$ cat config.mk
export PLATFORM = sky130hd
export DESIGN_NAME = display_sleep_wake_controller_unit
export DESIGN_NICKNAME = d
export VERILOG_FILES = /design/src/rtl/core/dswc_pkg.sv /design/src/rtl/core/dswc_wrist.sv /design/src/rtl/core/dswc_core.sv /design/src/rtl/core/display_sleep_wake_controller_unit.sv
export SDC_FILE = /design/constraint.sdc
export NUM_CORES = 1
export LEC_CHECK = 0
export BUFFER_PORTS_ARGS = -buffer_cell sky130_fd_sc_hd__buf_4
export CORE_MARGIN = 10
export CORE_UTILIZATION = 55
export CTS_CLUSTER_DIAMETER = 60
export CTS_CLUSTER_SIZE = 16
export DETAILED_ROUTE_END_ITERATION = 10
export PLACE_DENSITY = 0.74
export SKIP_CTS_REPAIR_TIMING = 1
export SLEW_MARGIN = 5
export SYNTH_ARGS = -nofsm -noshare
export SYNTH_HDL_FRONTEND = slang
export SYNTH_SLANG_ARGS = --single-unit
$ cat constraint.sdc
create_clock -name aclk -period 28.6 [get_ports aclk]
set_clock_uncertainty 0.05 [all_clocks]
set_input_delay 4.29 -clock aclk [delete_from_list [all_inputs] [get_ports aclk]]
set_output_delay 4.29 -clock aclk [all_outputs]
set_load 0.1 [all_outputs]
$ cat src/rtl/core/dswc_pkg.sv
// shared types, constants and register codes of the display sleep/wake controller
package dswc_pkg;

    localparam int TIME_BITS = 32;
    localparam int Z_BITS    = 16;

    localparam int TIMEOUT_W = 32;
    localparam int THRESH_W  = 16;
    localparam int SETTLE_W  = 16;
    localparam int CFG_DW    = 32;
    localparam int CFG_AW    = 3;

    localparam int S_TDATA_W = 56;
    localparam int M_TDATA_W = 8;

    // register indexes of the configuration port
    localparam logic [CFG_AW-1:0] REG_IDLE_TIMEOUT  = 3'd0;
    localparam logic [CFG_AW-1:0] REG_RAISE_WAKE_EN = 3'd1;
    localparam logic [CFG_AW-1:0] REG_TILT_PRESENT  = 3'd2;
    localparam logic [CFG_AW-1:0] REG_RAISE_THRESH  = 3'd3;
    localparam logic [CFG_AW-1:0] REG_RELEASE_THRESH = 3'd4;
    localparam logic [CFG_AW-1:0] REG_SETTLE_TIME   = 3'd5;

    // reported wrist phase codes
    localparam logic [1:0] PHASE_DOWN     = 2'd0;
    localparam logic [1:0] PHASE_SETTLING = 2'd1;
    localparam logic [1:0] PHASE_RAISED   = 2'd2;

    typedef enum logic [2:0] {
        POSE_DOWN   = 3'b001,
        POSE_SETTLE = 3'b010,
        POSE_UP     = 3'b100
    } wrist_state_t;

    typedef struct packed {
        logic [TIMEOUT_W-1:0]       idle_timeout_ms;
        logic                       raise_wake_enable;
        logic                       tilt_sensor_present;
        logic signed [THRESH_W-1:0] raise_threshold;
        logic signed [THRESH_W-1:0] release_threshold;
        logic [SETTLE_W-1:0]        settle_time_ms;
    } cfg_t;

    typedef struct packed {
        logic [31:0]        now_ms;
        logic               touched;
        logic               button_click;
        logic               gravity_valid;
        logic signed [15:0] accel_z;
    } item_t;

    typedef struct packed {
        logic       asleep;
        logic       wake_pulse;
        logic       sleep_pulse;
        logic [1:0] wrist_phase;
    } result_t;

    typedef struct packed {
        wrist_state_t         mode;
        logic [TIME_BITS-1:0] settle_start;
        logic                 raised_now;
    } wrist_next_t;

endpackage

$ cat src/rtl/core/dswc_wrist.sv
// wrist-raise detector: next detector state for one gravity sample
module dswc_wrist
    import dswc_pkg::*;
(
    input  wrist_state_t               mode_cur,
    input  logic [TIME_BITS-1:0]       settle_start_cur,
    input  logic [TIME_BITS-1:0]       now_t,
    input  logic signed [Z_BITS-1:0]   z,
    input  cfg_t                       cfg,
    output wrist_next_t                nxt
);

    logic [TIME_BITS-1:0] settle_elapsed;

    assign settle_elapsed = now_t - settle_start_cur;

    always_comb begin
        nxt.mode         = mode_cur;
        nxt.settle_start = settle_start_cur;
        nxt.raised_now   = 1'b0;
        unique case (mode_cur)
            POSE_SETTLE: begin
                if (z <= cfg.raise_threshold) begin
                    nxt.mode = POSE_DOWN;
                end else if (settle_elapsed >= cfg.settle_time_ms) begin
                    nxt.mode       = POSE_UP;
                    nxt.raised_now = 1'b1;
                end
            end
            POSE_UP: begin
                if (z < cfg.release_threshold) begin
                    nxt.mode = POSE_DOWN;
                end
            end
            default: begin
                nxt.mode = POSE_DOWN;
                if (z > cfg.raise_threshold) begin
                    nxt.mode         = POSE_SETTLE;
                    nxt.settle_start = now_t;
                end
            end
        endcase
    end

endmodule

$ cat src/rtl/core/dswc_core.sv
// controller state and per-item event logic
module dswc_core
    import dswc_pkg::*;
(
    input  logic    aclk,
    input  logic    aresetn,
    input  logic    step,
    input  logic    timeout_wr,
    input  item_t   item,
    input  cfg_t    cfg,
    output result_t res
);

    logic                 sleeping_reg, sleeping_next;
    logic [TIME_BITS-1:0] last_act_reg, last_act_next;
    wrist_state_t         mode_reg;
    logic [TIME_BITS-1:0] settle_start_reg;
    logic                 raise_seen_reg, raise_seen_next;
    logic                 restart_reg;

    logic [TIME_BITS-1:0]     now_t;
    logic signed [Z_BITS-1:0] z;
    logic                     run_det;
    wrist_next_t              det;
    wrist_state_t             mode_next;
    logic [TIME_BITS-1:0]     settle_start_next;
    logic                     seen_mid;
    logic                     wake_req;
    logic                     sleep_p;
    logic                     wake_p;
    logic                     awake_mid;
    logic [TIME_BITS-1:0]     idle_elapsed;
    logic [TIME_BITS-1:0]     last_mid;

    assign now_t = TIME_BITS'(item.now_ms);
    assign z     = item.accel_z[Z_BITS-1:0];

    dswc_wrist u_wrist (
        .mode_cur         (mode_reg),
        .settle_start_cur (settle_start_reg),
        .now_t            (now_t),
        .z                (z),
        .cfg              (cfg),
        .nxt              (det)
    );

    assign run_det           = cfg.tilt_sensor_present & item.gravity_valid;
    assign mode_next         = run_det ? det.mode : mode_reg;
    assign settle_start_next = run_det ? det.settle_start : settle_start_reg;
    assign seen_mid          = raise_seen_reg | (run_det & det.raised_now);

    always_comb begin
        // a timeout write restarts the countdown before anything else
        last_mid        = restart_reg ? now_t : last_act_reg;
        wake_req        = 1'b0;
        sleep_p         = 1'b0;
        raise_seen_next = seen_mid;
        awake_mid       = ~sleeping_reg;
        if (item.button_click) begin
            if (sleeping_reg) begin
                wake_req = 1'b1;
            end else begin
                awake_mid = 1'b0;
                sleep_p   = 1'b1;
            end
            last_mid = now_t;
        end else if (item.touched) begin
            wake_req = 1'b1;
            last_mid = now_t;
        end else if (cfg.tilt_sensor_present && seen_mid) begin
            raise_seen_next = 1'b0;
            if (cfg.raise_wake_enable) begin
                wake_req = 1'b1;
                last_mid = now_t;
            end
        end
        wake_p = wake_req & sleeping_reg;
        if (wake_p) begin
            awake_mid = 1'b1;
        end
        last_act_next = last_mid;
        idle_elapsed  = now_t - last_mid;
        sleeping_next = ~awake_mid;
        if (awake_mid && (cfg.idle_timeout_ms != '0) &&
            (idle_elapsed >= cfg.idle_timeout_ms)) begin
            sleeping_next = 1'b1;
            sleep_p       = 1'b1;
        end
    end

    always_comb begin
        res.asleep      = sleeping_next;
        res.wake_pulse  = wake_p;
        res.sleep_pulse = sleep_p;
        unique case (mode_next)
            POSE_SETTLE: res.wrist_phase = PHASE_SETTLING;
            POSE_UP:     res.wrist_phase = PHASE_RAISED;
            default:     res.wrist_phase = PHASE_DOWN;
        endcase
    end

    always_ff @(posedge aclk) begin
        if (!aresetn) begin
            sleeping_reg     <= 1'b0;
            last_act_reg     <= '0;
            mode_reg         <= POSE_DOWN;
            settle_start_reg <= '0;
            raise_seen_reg   <= 1'b0;
            restart_reg      <= 1'b0;
        end else begin
            if (step) begin
                sleeping_reg     <= sleeping_next;
                last_act_reg     <= last_act_next;
                mode_reg         <= mode_next;
                settle_start_reg <= settle_start_next;
                raise_seen_reg   <= raise_seen_next;
                restart_reg      <= 1'b0;
            end
            if (timeout_wr) begin
                restart_reg <= 1'b1;
            end
        end
    end

endmodule

$ cat src/rtl/core/display_sleep_wake_controller_unit.sv
// top level of the display sleep/wake controller: ports, config registers, item and result registers
//
//  channel   | ports                              | content
//  ----------+------------------------------------+-----------------------------------------
//  input     | s_tvalid s_tready s_tdata s_tuser  | one control loop pass (time, touch, button, z)
//  result    | m_tvalid m_tready m_tdata          | sleep state, wake/sleep pulses, wrist phase
//  config    | cfg_wr_en cfg_addr cfg_wr_data     | register writes, no read-back
//
// one item per cycle sustained while m_tready stays high; a transfer lands in the item register, is
// evaluated against the state registers once the result register can load and is captured in the
// result register, so m_tvalid follows the input transfer through the item and result registers
// the result register frees up in the same cycle that m_tready takes it, so the
// input side only stalls when both item and result registers are full and m_tready is low
// reset is synchronous, active low; state clears and config registers take their defaults
module display_sleep_wake_controller_unit
    import dswc_pkg::*;
(
    input  logic                  aclk,
    input  logic                  aresetn,

    input  logic                  s_tvalid,
    output logic                  s_tready,
    // now_ms[31:0], touched[32], button_click[33], accel_z[49:34], zero fill
    input  logic [S_TDATA_W-1:0]  s_tdata,
    // gravity_valid[0]
    input  logic                  s_tuser,

    output logic                  m_tvalid,
    input  logic                  m_tready,
    // asleep[0], wake_pulse[1], sleep_pulse[2], wrist_phase[4:3], zero fill
    output logic [M_TDATA_W-1:0]  m_tdata,

    input  logic                  cfg_wr_en,
    input  logic [CFG_AW-1:0]     cfg_addr,
    input  logic [CFG_DW-1:0]     cfg_wr_data
);

    cfg_t    cfg_reg;
    item_t   item_reg;
    logic    item_valid_reg;
    result_t res_reg;
    logic    res_valid_reg;

    result_t res_comb;
    logic    res_free;
    logic    step;
    logic    timeout_wr;
    logic    in_xfer;

    // handshake: result register can load when empty or being drained
    assign res_free = ~res_valid_reg | m_tready;
    assign step     = item_valid_reg & res_free;
    assign s_tready = ~item_valid_reg | step;
    assign in_xfer  = s_tvalid & s_tready;

    // configuration write decode
    assign timeout_wr = cfg_wr_en && (cfg_addr == REG_IDLE_TIMEOUT);

    always_ff @(posedge aclk) begin
        if (!aresetn) begin
            cfg_reg.idle_timeout_ms     <= TIMEOUT_W'(30000);
            cfg_reg.raise_wake_enable   <= 1'b1;
            cfg_reg.tilt_sensor_present <= 1'b1;
            cfg_reg.raise_threshold     <= THRESH_W'(8000);
            cfg_reg.release_threshold   <= THRESH_W'(4000);
            cfg_reg.settle_time_ms      <= SETTLE_W'(300);
        end else if (cfg_wr_en) begin
            unique case (cfg_addr)
                REG_IDLE_TIMEOUT:   cfg_reg.idle_timeout_ms     <= cfg_wr_data[TIMEOUT_W-1:0];
                REG_RAISE_WAKE_EN:  cfg_reg.raise_wake_enable   <= cfg_wr_data[0];
                REG_TILT_PRESENT:   cfg_reg.tilt_sensor_present <= cfg_wr_data[0];
                REG_RAISE_THRESH:   cfg_reg.raise_threshold     <= cfg_wr_data[THRESH_W-1:0];
                REG_RELEASE_THRESH: cfg_reg.release_threshold   <= cfg_wr_data[THRESH_W-1:0];
                REG_SETTLE_TIME:    cfg_reg.settle_time_ms      <= cfg_wr_data[SETTLE_W-1:0];
                default: begin
                    // unknown index, write dropped
                end
            endcase
        end
    end

    // item register
    always_ff @(posedge aclk) begin
        if (!aresetn) begin
            item_valid_reg <= 1'b0;
        end else if (s_tready) begin
            item_valid_reg <= s_tvalid;
        end
    end

    always_ff @(posedge aclk) begin
        if (in_xfer) begin
            item_reg.now_ms        <= s_tdata[31:0];
            item_reg.touched       <= s_tdata[32];
            item_reg.button_click  <= s_tdata[33];
            item_reg.accel_z       <= s_tdata[49:34];
            item_reg.gravity_valid <= s_tuser;
        end
    end

    dswc_core u_core (
        .aclk       (aclk),
        .aresetn    (aresetn),
        .step       (step),
        .timeout_wr (timeout_wr),
        .item       (item_reg),
        .cfg        (cfg_reg),
        .res        (res_comb)
    );

    // result register
    always_ff @(posedge aclk) begin
        if (!aresetn) begin
            res_valid_reg <= 1'b0;
        end else if (res_free) begin
            res_valid_reg <= step;
        end
    end

    always_ff @(posedge aclk) begin
        if (step) begin
            res_reg <= res_comb;
        end
    end

    assign m_tvalid = res_valid_reg;
    assign m_tdata  = {3'b000, res_reg.wrist_phase, res_reg.sleep_pulse,
                       res_reg.wake_pulse, res_reg.asleep};

endmodule

; After elaboration in Yosys (flattened, before gate mapping)
; Cells that the tools add are included.
[classes]
multipliers = 0
n_eq_ne = 9
bitwise = 13
mux = 31
n_reduce_logical = 15
div_mod_pow = 0
shift = 0
n_addsub = 2
order_cmp = 5
[ops]
columns = cell, count
row1 = two-way mux 32 bit, 5
row2 = subtractor 32 bit, 2
row3 = two-way mux 34 bit, 1
row4 = >= comparator 32 x 16 -> 1 bit, 1
row5 = >= comparator 32 bit, 1
row6 = nonzero test 32 bit, 1
row7 = two-way mux 1 bit, 19
row8 = > comparator 16 bit, 1
row9 = <= comparator 16 bit, 1
row10 = less-than comparator 16 bit, 1
row11 = equality test 3 x 2 -> 1 bit (second input constant), 4
row12 = equality test 3 bit (second input constant), 4
row13 = two-way mux 3 bit, 4
row14 = AND reduction 2 bit, 6
row15 = case mux 3 bit (2 select lines), 1
row16 = bitwise AND 1 bit, 5
row17 = inverter 1 bit, 5
row18 = logical AND 1 bit, 4
row19 = case mux 2 bit (2 select lines), 1
row20 = AND reduction 4 bit, 1
row21 = equality test 3 x 1 -> 1 bit (second input constant), 1
row22 = zero test 3 bit, 1
row23 = OR 1 bit, 3
row24 = nonzero test 2 bit, 1
row25 = OR reduction 2 bit, 1
[totals]
romBits = 0
in_bits = 97
regBits = 210
n_memories = 0
mem_bits_rw = 0
elab_cells = 98
latchBits = 0
output_inout_bits = 10

; Logic depth before layout (Yosys ltp)
[depth]
ltp_word = 16
mapped_depth = 45
mapped_depth_nobuf = 45

; Hierarchy
; From an unflattened synthesis, not the netlist that was laid out.
[unflattened]
hier_cells = 1632
hier_area_um2 = 14450.1
[modules_own_cells]
columns = module, area_each_um2, cells_per_inst, n_inst
row1 = dswc_core, 5624.1, 708, 1
row2 = display_sleep_wake_controller_unit, 5097.4, 392, 1
row3 = dswc_wrist, 3728.6, 532, 1

; Worst setup path before layout
; OpenSTA, ideal clock, no wires.
[synth_timing]
path_kind = input-to-output
from = input port m_tready
to = output port s_tready
t_arrival_ps = 5049
required_time_ps = 24260
path_stages = 2
n_path_buf = 0
setup_slack_ps = 19211
path_cell_list = nor2b_1 -> nand2_1
[synth_via]
elab_chain_cells = 3
[synth_rtl]
columns = item, line_no
row1 = from (decl), display_sleep_wake_controller_unit.sv:29  ; input logic m_tready,
row2 = OR 1 bit, display_sleep_wake_controller_unit.sv:51  ; assign res_free = ~res_valid_reg | m_tready;
row3 = bitwise AND 1 bit, display_sleep_wake_controller_unit.sv:52  ; assign step = item_valid_reg & res_free;
row4 = OR 1 bit, display_sleep_wake_controller_unit.sv:53  ; assign s_tready = ~item_valid_reg | step;
row5 = to (decl), display_sleep_wake_controller_unit.sv:22  ; output logic s_tready,
; Every way passes these cells.

==> parameters.txt <==
Parameter                              Value

Run status
  Outcome    finished, final reports clean

Timing
  Final hold vios    0
  Final Max Slew Viols    0
  RSZ-0062 raised after global routing    no
  Min Tclk post-route    11.32 ns
  Portion of the clock cycle consumed by the worst path in the final layout    between 30% and 40%
  Max transition margin    29.83%
  Max frequency    0.08833 GHz
  Worst Tran Pin Value    1.052 ns
  Sum of negative setup slack    0 ns
  Final setup fails    0

Synth
  Post-synth design cell area    13,360 um^2
  Predominant post-synthesis flop cell    dfxtp_1
  Post-Syn Instances    1,556
  Cell type with the largest total area after synthesis    dfxtp_1
  Number of distinct library cell variants in the gate-level netlist after synthesis    82
  Ys async rst share    0%
  Synthesized flop and latch total    between 200 and 250
  Synthesized area per cell    8.586 um^2
  Number of warnings reported in the yosys synthesis log    0
  Cells taking the most area after synthesis    dfxtp_1 23%, ha_1 13%, edfxtp_1 13%, nand2_1 7.4%, mux2i_1 7.2%
  Area share of the leading cell type in the synthesized netlist    23.08%
  Post-synth EDFFs    56
  Part of the Yosys area used for sequential elements    35.66%

Setup path
  Arrival @ worst endpoint    11.54 ns
  Total stage count of the critical path    43
  Count of buffering cells on the critical path with inverters included    2
  Reg-to-reg startpoint    item_reg[23]
  Worst stage delay on the critical path    0.54 ns
  Data required, critical path    between 20 and 30 ns
  Worst r2r dst    m_tdata[0]
  Setup slack on the worst flop-to-flop path    17.28 ns
  Category of the critical setup timing path    flop to flop
  End of the critical path    m_tdata[0]
  Number of cells on the worst reg-to-reg path    43
  Type of element launching the critical path    flop
  Worst setup path startpoint    item_reg[23]
  Critical path peak fanout    31
  Endpoint kind of the worst setup timing path    flop
  Cell with the largest stage delay on the worst path    or4_4
  Top cell by count, worst path    a21o_1
  Category of cells accounting for the largest share of critical-path delay    compound AO/OA/AOI/OAI gates

Floorplan
  Die Span X    175.9 um
  I/O pin count    107
  Initial cell density of the core    56.41%
  Total core area    23,680 um^2
  Die extent in y    roughly 180 um
  Die Area    30,930 um^2
  Std-Cell Rows    between 50 and 60

GRT
  Global-route total usage across every layer    21.53%
  First-pass GRT wire length    54,940 um
  Number of antenna violations at the first check in global routing    0
  Overflow left after global routing    0
  Via count of the first global-routing pass    10,534
  Largest net degree at the start of global routing    just over 90

Pwr
  Power density normalized to cell area    52.59 nW/um^2
  Static Leak    6.085 nW
  Peak VDD IR    between 0.00005 and 0.00006 V
  Tot Pwr    around 0.8 mW

Routing
  Average wire per standard cell    17.58 um
  Number of DRC violations after detailed-routing iteration 0    743
  Total via count in the routed design    around 11,000
  Vias per Instance    5.741
  WL final    34,290 um
  Antenna-violating nets left    0
  Total DRC errors in the routed layout    0
  TritonRoute pass-1 iters    5

Layout
  Share of layout cells above drive strength 1    9.436%
  Most common cell after layout, fill and taps aside    nand2_1
  Filler Cell Count    2,118
  Seq. cell area    4765 um^2
  Number of nets at the end of the flow    1,860
  Largest register FFs    82
  Inserted Diodes    0
  Area of the multi-input gates    7821 um^2
  Layout area overhead    11.68%
  Commonest non-fill, non-tap cells in the layout    263 x nand2_1, 154 x dfxtp_1, 142 x ha_1

Clock tree
  Num CTS Buffers    21
  Clock transition at the register clock pins on the worst setup and hold paths after CTS    0.07 ns
  Clock Root Buffer    clkbuf_16
  Source-to-sink clock delay at the later pin of the worst-skew pair    0.51 ns
  TritonCTS clock tree    yes
  Maximum count of clock buffers along a single path    3
  Clock sink total    210
  H-tree lvl count    1

Min path
  Hold WC Path Type    flop to flop
  Worst hold stages    2

Place
  DP HPWL    25,760 um
  Final GP Congestion    0.9171
  Number of buffer cells added on primary ports    97

Job
  Total of max-cap violations    0
==> worst min-delay path by stage <==
stage                                       start                       to  slack (ns)
after floorplan            u_core.last_act_reg[0]   u_core.last_act_reg[0]        0.38
after global placement    u_core.last_act_reg[11]  u_core.last_act_reg[11]        0.39
after detailed placement              cfg_reg[33]              cfg_reg[33]        0.40
after CTS                             cfg_reg[33]              cfg_reg[33]        0.41
after global routing                  cfg_reg[35]              cfg_reg[35]        0.43
final                                 cfg_reg[33]              cfg_reg[33]        0.41
==> layer usage <==
layer	GRT usage (%)	routed length, um	vias up
met2	34.99	15630	323
met3	3.131	2320	37
met5	0	0	-
met1	29.59	15610	5222
met4	4.804	727	0
li1	-	-	5618
==> cell usage after synthesis (all sizes together) (18+ instances only) <==
| library cell | number |
|---|---|
| inv | 129 |
| ha | 142 |
| clkbuf | 48 |
| nand2b | 19 |
| dfxtp | 154 |
| a21oi | 141 |
| xnor2 | 28 |
| o21ai | 55 |
| nand2 | 264 |
| nor2 | 93 |
| nor3 | 18 |
| edfxtp | 56 |
| nand4 | 31 |
| o211ai | 35 |
| mux2i | 96 |
| a21o | 39 |
==> worst register-to-register path: cells and delay by family (launching register included) <==
family | cells | cell delay (ns)
flops | 1 | 0.48
buf+inv | 2 | 0.39
compound gates | 24 | 5.60
mux | 1 | 0.45
fa+ha+maj | 5 | 1.34
xor+xnor | 2 | 0.32
simple gates | 9 | 2.46
==> layout make-up <==
cell class              instances  area share (%)
clock buffers                  27           3.958
clock inverters                 9          0.5870
flip-flops and latches        210           31.93
well taps                     319           2.675
inverters                     129           3.245
repair buffers                103           5.182
multi-input cells            1154           52.42
==> power breakdown <==
part / leakage, nW / total [mW] / internal [mW] / switching [mW]
Combinational: 3.96 / 0.182 / 0.0769 / 0.105
Sequential: 1.79 / 0.327 / 0.318 / 0.00961
Clock: 0.334 / 0.275 / 0.150 / 0.125
Total: 6.08 / 0.785 / 0.545 / 0.240
==> logic make-up (layout without fill, tap and decap cells) <==
group | after synthesis | in the layout | synth area share, %
compound gates | 361 | 361 | 17.51
xor+xnor | 45 | 45 | 2.950
fa+ha+maj | 144 | 144 | 13.60
buf+inv | 194 | 268 | 5.937
flops | 210 | 210 | 35.66
mux | 97 | 97 | 7.277
other cells | 1 | 3 | 0.02807
simple gates | 504 | 504 | 17.04
==> metrics by stage <==
stage	std cells	area (um^2)	hold WS [ns]	setup WS [ns]	util [%]
finish	1951	14920	0.4067	17.28	63.00
detailed placement	1915	14240	0.3963	17.47	60.14
global placement	1915	14240	0.3916	17.53	60.14
global route	1951	14920	0.4310	16.67	63.00
CTS	1951	14920	0.4056	17.40	63.00
floorplan	1558	13370	0.3806	19.21	-
(Power assumes the default switching activity.)
